**src/sv/ddlb_pkg.sv**
```systemverilog
// Shared types and constants for the delimited decimal list parser.
package ddlb_pkg;

   localparam int MAX_FIELD_CHARS = 32;
   localparam int FIELD_LEN_W     = $clog2(MAX_FIELD_CHARS + 1);
   localparam int CHAR_W          = 8;
   localparam int COUNT_W         = 8;
   localparam int CSR_INDEX_W     = 1;
   localparam int QUEUE_DEPTH     = 2;
   localparam int QUEUE_PTR_W     = $clog2(QUEUE_DEPTH);

   localparam logic [CSR_INDEX_W-1:0] CSR_DELIMITER  = 1'b0;
   localparam logic [CSR_INDEX_W-1:0] CSR_MAX_VALUES = 1'b1;

   localparam logic [CHAR_W-1:0]  DELIMITER_RESET  = 8'd44;
   localparam logic [COUNT_W-1:0] MAX_VALUES_RESET = 8'd255;

   localparam logic [CHAR_W-1:0] CHAR_TAB   = 8'd9;
   localparam logic [CHAR_W-1:0] CHAR_CR    = 8'd13;
   localparam logic [CHAR_W-1:0] CHAR_SPACE = 8'd32;
   localparam logic [CHAR_W-1:0] CHAR_PLUS  = 8'd43;
   localparam logic [CHAR_W-1:0] CHAR_MINUS = 8'd45;
   localparam logic [CHAR_W-1:0] CHAR_ZERO  = 8'd48;
   localparam logic [CHAR_W-1:0] CHAR_NINE  = 8'd57;

   typedef enum logic [1:0] {
      KIND_CHAR,
      KIND_DELIM,
      KIND_END
   } kind_type;

   typedef enum logic [1:0] {
      PH_WS,
      PH_DIGITS,
      PH_DONE
   } phase_type;

   typedef struct packed {
      kind_type          kind;
      logic [CHAR_W-1:0] char_code;
   } item_type;

endpackage

```
**src/sv/ddlb_ifs.sv**
```systemverilog
// Channel interfaces: character input, result output and register write.
interface ddlb_req_if import ddlb_pkg::*; ();
   logic              valid;
   logic              ready;
   logic [CHAR_W-1:0] char_code;
   logic              end_of_string;

   modport source (output valid, output char_code, output end_of_string, input ready);
   modport sink   (input valid, input char_code, input end_of_string, output ready);
endinterface

interface ddlb_rsp_if import ddlb_pkg::*; ();
   logic               valid;
   logic               ready;
   logic [CHAR_W-1:0]  value;
   logic               value_present;
   logic [COUNT_W-1:0] values_so_far;
   logic               is_final;

   modport source (output valid, output value, output value_present,
                   output values_so_far, output is_final, input ready);
   modport sink   (input valid, input value, input value_present,
                   input values_so_far, input is_final, output ready);
endinterface

interface ddlb_csr_if import ddlb_pkg::*; ();
   logic                   valid;
   logic                   ready;
   logic [CSR_INDEX_W-1:0] index;
   logic [CHAR_W-1:0]      data;

   modport source (output valid, output index, output data, input ready);
   modport sink   (input valid, input index, input data, output ready);
endinterface

```
**src/sv/ddlb_front.sv**
```systemverilog
// Front end: takes input words and tags each as character, delimiter or end.
module ddlb_front import ddlb_pkg::*; (
   ddlb_req_if.sink          req_chan,
   input  logic [CHAR_W-1:0] delimiter,
   output logic              push_valid,
   output item_type          push_item,
   input  logic              push_ready
);

   always_comb begin
      push_item.char_code = req_chan.char_code;
      priority if (req_chan.end_of_string) begin
         push_item.kind = KIND_END;
      end else if (req_chan.char_code == delimiter) begin
         push_item.kind = KIND_DELIM;
      end else begin
         push_item.kind = KIND_CHAR;
      end
   end

   assign push_valid     = req_chan.valid;
   assign req_chan.ready = push_ready;

endmodule

```
**src/sv/ddlb_queue.sv**
```systemverilog
// Short queue of tagged words between the front and back ends.
module ddlb_queue import ddlb_pkg::*; (
   input  logic     clock,
   input  logic     reset,
   input  logic     push_valid,
   input  item_type push_item,
   output logic     push_ready,
   output logic     pop_valid,
   output item_type pop_item,
   input  logic     pop_ready
);

   item_type               store_ff [QUEUE_DEPTH];
   logic [QUEUE_PTR_W-1:0] wr_ptr_ff, wr_ptr_in;
   logic [QUEUE_PTR_W-1:0] rd_ptr_ff, rd_ptr_in;
   logic [QUEUE_PTR_W:0]   count_ff, count_in;
   logic                   push, pop;

   assign push_ready = (count_ff != (QUEUE_PTR_W+1)'(QUEUE_DEPTH));
   assign pop_valid  = (count_ff != '0);
   assign pop_item   = store_ff[rd_ptr_ff];
   assign push       = push_valid && push_ready;
   assign pop        = pop_valid && pop_ready;

   always_comb begin
      wr_ptr_in = push ? wr_ptr_ff + 1'b1 : wr_ptr_ff;
      rd_ptr_in = pop ? rd_ptr_ff + 1'b1 : rd_ptr_ff;
      count_in  = count_ff;
      if (push && !pop) begin
         count_in = count_ff + 1'b1;
      end else if (pop && !push) begin
         count_in = count_ff - 1'b1;
      end
   end

   always_ff @(posedge clock) begin
      if (reset) begin
         wr_ptr_ff <= '0;
         rd_ptr_ff <= '0;
         count_ff  <= '0;
      end else begin
         wr_ptr_ff <= wr_ptr_in;
         rd_ptr_ff <= rd_ptr_in;
         count_ff  <= count_in;
      end
   end

   always_ff @(posedge clock) begin
      if (push) begin
         store_ff[wr_ptr_ff] <= push_item;
      end
   end

endmodule

```
**src/sv/ddlb_back.sv**
```systemverilog
// Back end: field conversion, emit decision and the result register.
module ddlb_back import ddlb_pkg::*; (
   input  logic               clock,
   input  logic               reset,
   input  logic [COUNT_W-1:0] max_values,
   input  logic               pop_valid,
   input  item_type           pop_item,
   output logic               pop_ready,
   ddlb_rsp_if.source         rsp_chan
);

   logic [FIELD_LEN_W-1:0] len_ff, len_in;
   phase_type              phase_ff, phase_in;
   logic                   neg_ff, neg_in;
   logic [CHAR_W-1:0]      acc_ff, acc_in;
   logic [COUNT_W-1:0]     count_ff, count_in;

   logic                   rsp_valid_ff, rsp_valid_in;
   logic [CHAR_W-1:0]      value_ff, value_in;
   logic                   present_ff, present_in;
   logic [COUNT_W-1:0]     so_far_ff, so_far_in;
   logic                   final_ff, final_in;

   logic                   slot_free, take, emits, digit, space;
   logic [CHAR_W-1:0]      c, digit_val, field_val;
   logic [COUNT_W-1:0]     count_inc;

   assign slot_free = !rsp_valid_ff || rsp_chan.ready;
   // plain characters never produce a result, so they drain even while output stalls
   assign pop_ready = (pop_item.kind == KIND_CHAR) || slot_free;
   assign take      = pop_valid && pop_ready;

   assign c         = pop_item.char_code;
   assign digit     = (c >= CHAR_ZERO) && (c <= CHAR_NINE);
   assign space     = (c == CHAR_SPACE) || ((c >= CHAR_TAB) && (c <= CHAR_CR));
   assign digit_val = c - CHAR_ZERO;
   assign emits     = (count_ff < max_values) && (len_ff != '0) &&
                      (len_ff < FIELD_LEN_W'(MAX_FIELD_CHARS));
   assign field_val = neg_ff ? (8'd0 - acc_ff) : acc_ff;
   assign count_inc = count_ff + 1'b1;

   always_comb begin
      len_in       = len_ff;
      phase_in     = phase_ff;
      neg_in       = neg_ff;
      acc_in       = acc_ff;
      count_in     = count_ff;
      rsp_valid_in = rsp_chan.ready ? 1'b0 : rsp_valid_ff;
      value_in     = value_ff;
      present_in   = present_ff;
      so_far_in    = so_far_ff;
      final_in     = final_ff;

      if (take) begin
         unique case (pop_item.kind)
            KIND_END: begin
               rsp_valid_in = 1'b1;
               value_in     = emits ? field_val : '0;
               present_in   = emits;
               so_far_in    = emits ? count_inc : count_ff;
               final_in     = 1'b1;
               len_in       = '0;
               phase_in     = PH_WS;
               neg_in       = 1'b0;
               acc_in       = '0;
               count_in     = '0;
            end
            KIND_DELIM: begin
               if (emits) begin
                  rsp_valid_in = 1'b1;
                  value_in     = field_val;
                  present_in   = 1'b1;
                  so_far_in    = count_inc;
                  final_in     = 1'b0;
                  count_in     = count_inc;
               end
               len_in   = '0;
               phase_in = PH_WS;
               neg_in   = 1'b0;
               acc_in   = '0;
            end
            default: begin
               if (len_ff < FIELD_LEN_W'(MAX_FIELD_CHARS)) begin
                  len_in = len_ff + 1'b1;
                  // convert only the first MAX_FIELD_CHARS-1 characters
                  if (len_ff < FIELD_LEN_W'(MAX_FIELD_CHARS - 1)) begin
                     unique case (phase_ff)
                        PH_WS: begin
                           priority if (space) begin
                              phase_in = PH_WS;
                           end else if (c == CHAR_PLUS) begin
                              phase_in = PH_DIGITS;
                           end else if (c == CHAR_MINUS) begin
                              neg_in   = 1'b1;
                              phase_in = PH_DIGITS;
                           end else if (digit) begin
                              acc_in   = digit_val;
                              phase_in = PH_DIGITS;
                           end else begin
                              phase_in = PH_DONE;
                           end
                        end
                        PH_DIGITS: begin
                           if (digit) begin
                              acc_in = {acc_ff[4:0], 3'b000} + {acc_ff[6:0], 1'b0} +
                                       digit_val;
                           end else begin
                              phase_in = PH_DONE;
                           end
                        end
                        default: begin
                           phase_in = phase_ff;
                        end
                     endcase
                  end
               end
            end
         endcase
      end
   end

   always_ff @(posedge clock) begin
      if (reset) begin
         len_ff       <= '0;
         phase_ff     <= PH_WS;
         neg_ff       <= 1'b0;
         acc_ff       <= '0;
         count_ff     <= '0;
         rsp_valid_ff <= 1'b0;
      end else begin
         len_ff       <= len_in;
         phase_ff     <= phase_in;
         neg_ff       <= neg_in;
         acc_ff       <= acc_in;
         count_ff     <= count_in;
         rsp_valid_ff <= rsp_valid_in;
      end
   end

   always_ff @(posedge clock) begin
      value_ff   <= value_in;
      present_ff <= present_in;
      so_far_ff  <= so_far_in;
      final_ff   <= final_in;
   end

   assign rsp_chan.valid         = rsp_valid_ff;
   assign rsp_chan.value         = value_ff;
   assign rsp_chan.value_present = present_ff;
   assign rsp_chan.values_so_far = so_far_ff;
   assign rsp_chan.is_final      = final_ff;

endmodule

```
**src/sv/delimited_decimal_list_to_bytes_unit.sv**
```systemverilog
// Top level of the delimited decimal list parser: registers, front, queue, back.
//
//   channel    dir  payload                                          accepted when
//   req_chan   in   char_code[8], end_of_string                      valid && ready
//   rsp_chan   out  value[8], value_present, values_so_far[8], is_final  valid && ready
//   csr_chan   in   index[1] (0 delimiter, 1 max_values), data[8]    valid (ready stays high)
//
// One character word per cycle sustained while no result stall holds a delimiter or
// end word; a taken word is written into a queue slot, then popped by the back end,
// whose update loads the result register.
// Reset clears the field state, the count, the queue and the output valid, and
// loads delimiter 44 and max_values 255. A stalled result stalls only delimiter and
// end words; characters keep draining, and the two-entry queue absorbs short stalls.
module delimited_decimal_list_to_bytes_unit import ddlb_pkg::*; (
   input  logic        clock,
   input  logic        reset,
   ddlb_req_if.sink    req_chan,
   ddlb_rsp_if.source  rsp_chan,
   ddlb_csr_if.sink    csr_chan
);

   logic [CHAR_W-1:0]  delimiter_ff, delimiter_in;
   logic [COUNT_W-1:0] max_values_ff, max_values_in;

   logic     push_valid, push_ready, pop_valid, pop_ready;
   item_type push_item, pop_item;

   assign csr_chan.ready = 1'b1;

   always_comb begin
      delimiter_in  = delimiter_ff;
      max_values_in = max_values_ff;
      if (csr_chan.valid) begin
         unique case (csr_chan.index)
            CSR_DELIMITER:  delimiter_in  = csr_chan.data;
            CSR_MAX_VALUES: max_values_in = csr_chan.data;
            default:        delimiter_in  = delimiter_ff;
         endcase
      end
   end

   always_ff @(posedge clock) begin
      if (reset) begin
         delimiter_ff  <= DELIMITER_RESET;
         max_values_ff <= MAX_VALUES_RESET;
      end else begin
         delimiter_ff  <= delimiter_in;
         max_values_ff <= max_values_in;
      end
   end

   ddlb_front u_front (
      .req_chan   (req_chan),
      .delimiter  (delimiter_ff),
      .push_valid (push_valid),
      .push_item  (push_item),
      .push_ready (push_ready)
   );

   ddlb_queue u_queue (
      .clock      (clock),
      .reset      (reset),
      .push_valid (push_valid),
      .push_item  (push_item),
      .push_ready (push_ready),
      .pop_valid  (pop_valid),
      .pop_item   (pop_item),
      .pop_ready  (pop_ready)
   );

   ddlb_back u_back (
      .clock      (clock),
      .reset      (reset),
      .max_values (max_values_ff),
      .pop_valid  (pop_valid),
      .pop_item   (pop_item),
      .pop_ready  (pop_ready),
      .rsp_chan   (rsp_chan)
   );

endmodule
```
**src/flat_wrapper.sv**
```systemverilog
// flat-port wrapper written by rule: the top's interface ports become plain ports
module delimited_decimal_list_to_bytes_unit_flat import ddlb_pkg::*;
  (clock, reset, req_chan_valid, req_chan_char_code, req_chan_end_of_string, req_chan_ready, rsp_chan_valid, rsp_chan_value, rsp_chan_value_present, rsp_chan_values_so_far, rsp_chan_is_final, rsp_chan_ready, csr_chan_valid, csr_chan_index, csr_chan_data, csr_chan_ready);
  ddlb_req_if req_chan_i ();
  ddlb_rsp_if rsp_chan_i ();
  ddlb_csr_if csr_chan_i ();
  input  logic clock;
  input  logic reset;
  input wire logic [$bits(req_chan_i.valid)-1:0] req_chan_valid;
  input wire logic [$bits(req_chan_i.char_code)-1:0] req_chan_char_code;
  input wire logic [$bits(req_chan_i.end_of_string)-1:0] req_chan_end_of_string;
  output wire logic [$bits(req_chan_i.ready)-1:0] req_chan_ready;
  output wire logic [$bits(rsp_chan_i.valid)-1:0] rsp_chan_valid;
  output wire logic [$bits(rsp_chan_i.value)-1:0] rsp_chan_value;
  output wire logic [$bits(rsp_chan_i.value_present)-1:0] rsp_chan_value_present;
  output wire logic [$bits(rsp_chan_i.values_so_far)-1:0] rsp_chan_values_so_far;
  output wire logic [$bits(rsp_chan_i.is_final)-1:0] rsp_chan_is_final;
  input wire logic [$bits(rsp_chan_i.ready)-1:0] rsp_chan_ready;
  input wire logic [$bits(csr_chan_i.valid)-1:0] csr_chan_valid;
  input wire logic [$bits(csr_chan_i.index)-1:0] csr_chan_index;
  input wire logic [$bits(csr_chan_i.data)-1:0] csr_chan_data;
  output wire logic [$bits(csr_chan_i.ready)-1:0] csr_chan_ready;
  assign req_chan_i.valid = req_chan_valid;
  assign req_chan_i.char_code = req_chan_char_code;
  assign req_chan_i.end_of_string = req_chan_end_of_string;
  assign req_chan_ready = req_chan_i.ready;
  assign rsp_chan_valid = rsp_chan_i.valid;
  assign rsp_chan_value = rsp_chan_i.value;
  assign rsp_chan_value_present = rsp_chan_i.value_present;
  assign rsp_chan_values_so_far = rsp_chan_i.values_so_far;
  assign rsp_chan_is_final = rsp_chan_i.is_final;
  assign rsp_chan_i.ready = rsp_chan_ready;
  assign csr_chan_i.valid = csr_chan_valid;
  assign csr_chan_i.index = csr_chan_index;
  assign csr_chan_i.data = csr_chan_data;
  assign csr_chan_ready = csr_chan_i.ready;
  delimited_decimal_list_to_bytes_unit u_core (.clock(clock), .reset(reset), .req_chan(req_chan_i), .rsp_chan(rsp_chan_i), .csr_chan(csr_chan_i));
endmodule
```
**config.mk**
```make
export PLATFORM = sky130hd
export DESIGN_NAME = delimited_decimal_list_to_bytes_unit_flat
export DESIGN_NICKNAME = d
export VERILOG_FILES = /design/src/sv/ddlb_pkg.sv /design/src/sv/ddlb_ifs.sv /design/src/sv/ddlb_front.sv /design/src/sv/ddlb_queue.sv /design/src/sv/ddlb_back.sv /design/src/sv/delimited_decimal_list_to_bytes_unit.sv /design/src/flat_wrapper.sv
export SDC_FILE = /design/constraint.sdc
export NUM_CORES = 1
export LEC_CHECK = 0
export ABC_AREA = 1
export BUFFER_PORTS_ARGS = -buffer_cell sky130_fd_sc_hd__buf_4
export CAP_MARGIN = 20
export CORE_UTILIZATION = 55
export CTS_BUF_LIST = sky130_fd_sc_hd__clkbuf_16
export DETAILED_ROUTE_END_ITERATION = 16
export PLACE_DENSITY = 0.75
export SLEW_MARGIN = 20
export SYNTH_ARGS = -nofsm -noshare
export SYNTH_HDL_FRONTEND = slang
export SYNTH_HIERARCHICAL = 1
export SYNTH_SLANG_ARGS = --single-unit
```
**constraint.sdc**
```tcl
create_clock -name clock -period 2.6 [get_ports clock]
set_input_delay 0.52 -clock clock [delete_from_list [all_inputs] [get_ports clock]]
set_output_delay 0.52 -clock clock [all_outputs]
set_load 0.02 [all_outputs]
```
==> run_results.csv <==
group,metric,value,unit
status,status,"finished with violations",
status,violations,"DRC",
synthesis,synthesis.area,0.00519,mm²
drt,vias,4244,
setup_path,critPathArrivalTime,2830,ps
timing,finClkSkew,5.10,ps
die,die_x,99.2,µm
layout,final_area,0.00604,mm²
global_routing,grt_max_degree,20,
synthesis,synth.distinct_cells,46,
clock_tree,numCtsBuffers,9,
run,maxCapViolations,0,
global_routing,use_met1,29.8,%
synthesis,synth_area_leaders,"edfxtp_1 22%, dfxtp_1 18%, nand2_1 11%",
setup_path,critPathMaxFanout,5,
timing,finalCritPeriodShare,99.7,%
drt,post_drt_wl_per_cell,13.2,µm
clock_tree,cts.clk_slew.worst_paths,60,ps
global_routing,grt_remaining_overflow,0,
setup_path,worstRegToRegCells,14,
global_routing,antenna_found_initial,0,
global_routing,grtUsageMet2,40.8,%
clock_tree,cts_sinks,85,
placement,placed_area,0.00561,mm²
synthesis,synth_top_cell_area_share,22.0,%
setup_path,critical_path.endpoint_type,"flip-flop",
hold_path,hold_depth,1,
timing,layout_min_cycle_time,2590,ps
placement,dp_hpwl,8120,µm
setup_path,rr_endpoint,"u_core/u_back/acc_ff[7]$_SDFFE_PP0P_",
synthesis,synthFlopType,"dfxtp_1",
die,dieArea,0.00983,mm²
timing,slew_viol_final,0,
drt,drtAntennaViolNets,0,
synthesis,synthCells,657,
global_routing,grt_pass1_wl,18300,µm
layout,syn2layout_area_growth,16.3,%
layout,nFillCells,749,
synthesis,yosysWarnings,6,
power_and_ir_drop,leakagePower,2.81,nW
setup_path,cp.required,2830,ps
layout,antennaDiodeCount,0,
timing,max_clock_freq,386,MHz
clock_tree,cts_buffer_depth,2,
power_and_ir_drop,p_per_area,1200,mW/mm²
synthesis,ys_seq_elements,85,
global_routing,busiest_layer,"met2",
clock_tree,cts_max_level,3,
drt,drc,2,
timing,final-hold-violation-count,0,
setup_path,start_kind,"flip-flop",
clock_tree,worstSkewPairLatency,330,ps
placement,port-buffer-count,42,
layout,fin_nets,760,
synthesis,syn-num-nets,711,
timing,rsz0062_at_grt,"yes",
die,rows,35,
drt,drt-total-wl,10800,µm
clock_tree,holdBufCountCts,0,
hold_path,hold_path_class,"in2reg",
layout,drive_above_1_share,21.8,%
setup_path,crit_type,"reg2reg",
drt,vias_per_cell,5.16,
timing,finalSetupViolations,0,
timing,setup_slack,6.69,ps
setup_path,crit_end,"u_core/u_back/acc_ff[7]$_SDFFE_PP0P_",
placement,place_congestion,0.917,
die,coreArea,0.00920,mm²
global_routing,use_met3,3.51,%
placement,dpl_worst_slack,-142,ps
die,io_pins,44,
power_and_ir_drop,peakVddDrop,0.488,mV
clock_tree,cts_root_buf,"clkbuf_16",
clock_tree,cts_tree,"built",
power_and_ir_drop,finalPower,0.00722,W
synthesis,synth_top_area_cell,"edfxtp_1",
synthesis,synth_edf_count,38,
timing,worstMarginPinSlew,804,ps
drt,drt_pass1_iterations,11,
setup_path,r2r_setup_slack,7,ps
global_routing,grt_pass1_vias,4157,
die,die_h,99.2,µm
synthesis,seq_area_frac_synth,40.1,%
die,start_util,56.4,%
timing,relSlewSlack,46.2,%
drt,detail_route.iter0.violations,237,
synthesis,synth.avg_cell_area,7.90,µm²
global_routing,grt_usage,23.4,%
synthesis,ys_async_sr_fraction,0,%
==> worst max-delay path, cell delays in order (launching register included) <==
cell	delay, ps
dfxtp_4	390
mux2_4	340
ha_4	180
xor2_2	150
fa_1	490
inv_2	40
ha_4	230
a21oi_2	120
o21ai_1	70
nor2_1	160
nand3_1	100
nand2_1	70
nor2_1	40
nor2_1	80
nor2_1	40
==> kinds of logic (layout without fill, tap and decap cells) <==
group                    Yosys count  after routing  share of synthesized area [%]
AND/OR/NAND/NOR                  336            336                           29.7
buffers and inverters            128            182                           10.8
flip-flops                        85             85                           40.1
AO/OA/AOI/OAI                     52             52                           5.83
adder cells (fa/ha/maj)           31             31                           8.19
XOR/XNOR                          14             14                           2.36
multiplexers                      10             10                           2.89
other                              1              1                         0.0722
==> cell usage after synthesis (all sizes together) (2+ instances only) <==
cell and count:
nand3b 3, a21oi 22, xnor2 2, ha 26
fa 5, nor2 88, edfxtp 38, nand4 7
nor3 13, clkbuf 3, o31ai 2, xor2 12
a22oi 2, nand3 56, nand2 167, o21ai 19
buf 18, inv 106, mux2 10, dfxtp 47
==> registers in the layout (all words and copies together) (netlist names), 6 cells and up, named ones only <==
| register | flops |
|---|---|
| u_core/u_queue/store_ff | 20 |
| u_core/delimiter_ff | 8 |
| u_core/max_values_ff | 8 |
| u_core/u_back/acc_ff | 8 |
| u_core/u_back/count_ff | 8 |
| u_core/u_back/rsp_chan.value | 8 |
| u_core/u_back/rsp_chan.values_so_far | 8 |
| u_core/u_back/len_ff | 6 |
==> report_power, final <==
part / switching, W / internal [W] / total [W]
Clock: 0.000542 / 0.000748 / 0.00129
Sequential: 0.000235 / 0.00175 / 0.00199
Combinational: 0.00233 / 0.00162 / 0.00394
Total: 0.00310 / 0.00411 / 0.00722
==> cell type report <==
cell class	count	area [µm²]	area share, %
Multi-Input combinational cell	444	2650	43.9
Sequential cell	85	2090	34.6
Timing Repair Buffer	59	447	7.40
Inverter	107	415	6.88
Clock buffer	9	225	3.73
Tap cell	111	139	2.30
Clock inverter	7	73.8	1.22
==> cells in the final DEF, fill, tap and decap left out, types with 18 or more instances in the layout <==
cell and instances:
inv_1 88, dfxtp_1 46, nand2_1 154, edfxtp_1 38, nor2_1 70, a21oi_1 18
ha_1 21, nand3_1 54, buf_4 58
==> how the worst min path moves through the flow <==
stage | from | end | slack [ps]
after global placement | u_core/u_back/len_ff[4]$_SDFFE_PP0P_ | u_core/u_back/len_ff[5]$_SDFFE_PP0P_ | 450
after floorplan | u_core/u_back/len_ff[4]$_SDFFE_PP0P_ | u_core/u_back/len_ff[5]$_SDFFE_PP0P_ | 440
after global routing | req_chan_end_of_string | u_core/u_queue/store_ff[0][9]$_DFFE_PP_ | 380
after CTS | req_chan_end_of_string | u_core/u_queue/store_ff[1][9]$_DFFE_PP_ | 380
final | req_chan_char_code[0] | u_core/u_queue/store_ff[0][0]$_DFFE_PP_ | 390
after detailed placement | u_core/u_back/len_ff[4]$_SDFFE_PP0P_ | u_core/u_back/len_ff[5]$_SDFFE_PP0P_ | 450
==> routing by layer <==
metal  part of all wire, %  up-vias  wire length (µm)
li1                      -     2184                 -
met5                     0        -                 0
met2                    49      110              5290
met3                   3.7       15               405
met1                    46     1935              4980
met4                   1.5        0               164
==> per-stage QoR <==
stage          utilization, %  hold WS (ps)  std cells  TNS [ps]
3_3_place_gp             61.0           450        802     -79.3
5_1_grt                  65.6           381        822      -213
6_report                 65.6           388        822         0
3_5_place_dp             61.0           455        802      -241
4_1_cts                  64.6           378        818         0
2_1_floorplan               -           439        657     -13.1
==> timing repair <==
item,in CTS,in global routing
resized for setup,6,19
setup buffers,0,4
pin swaps,1,12
endpoints found under the setup margin,3,4
No activity file was read; power rests on OpenSTA's default activity.
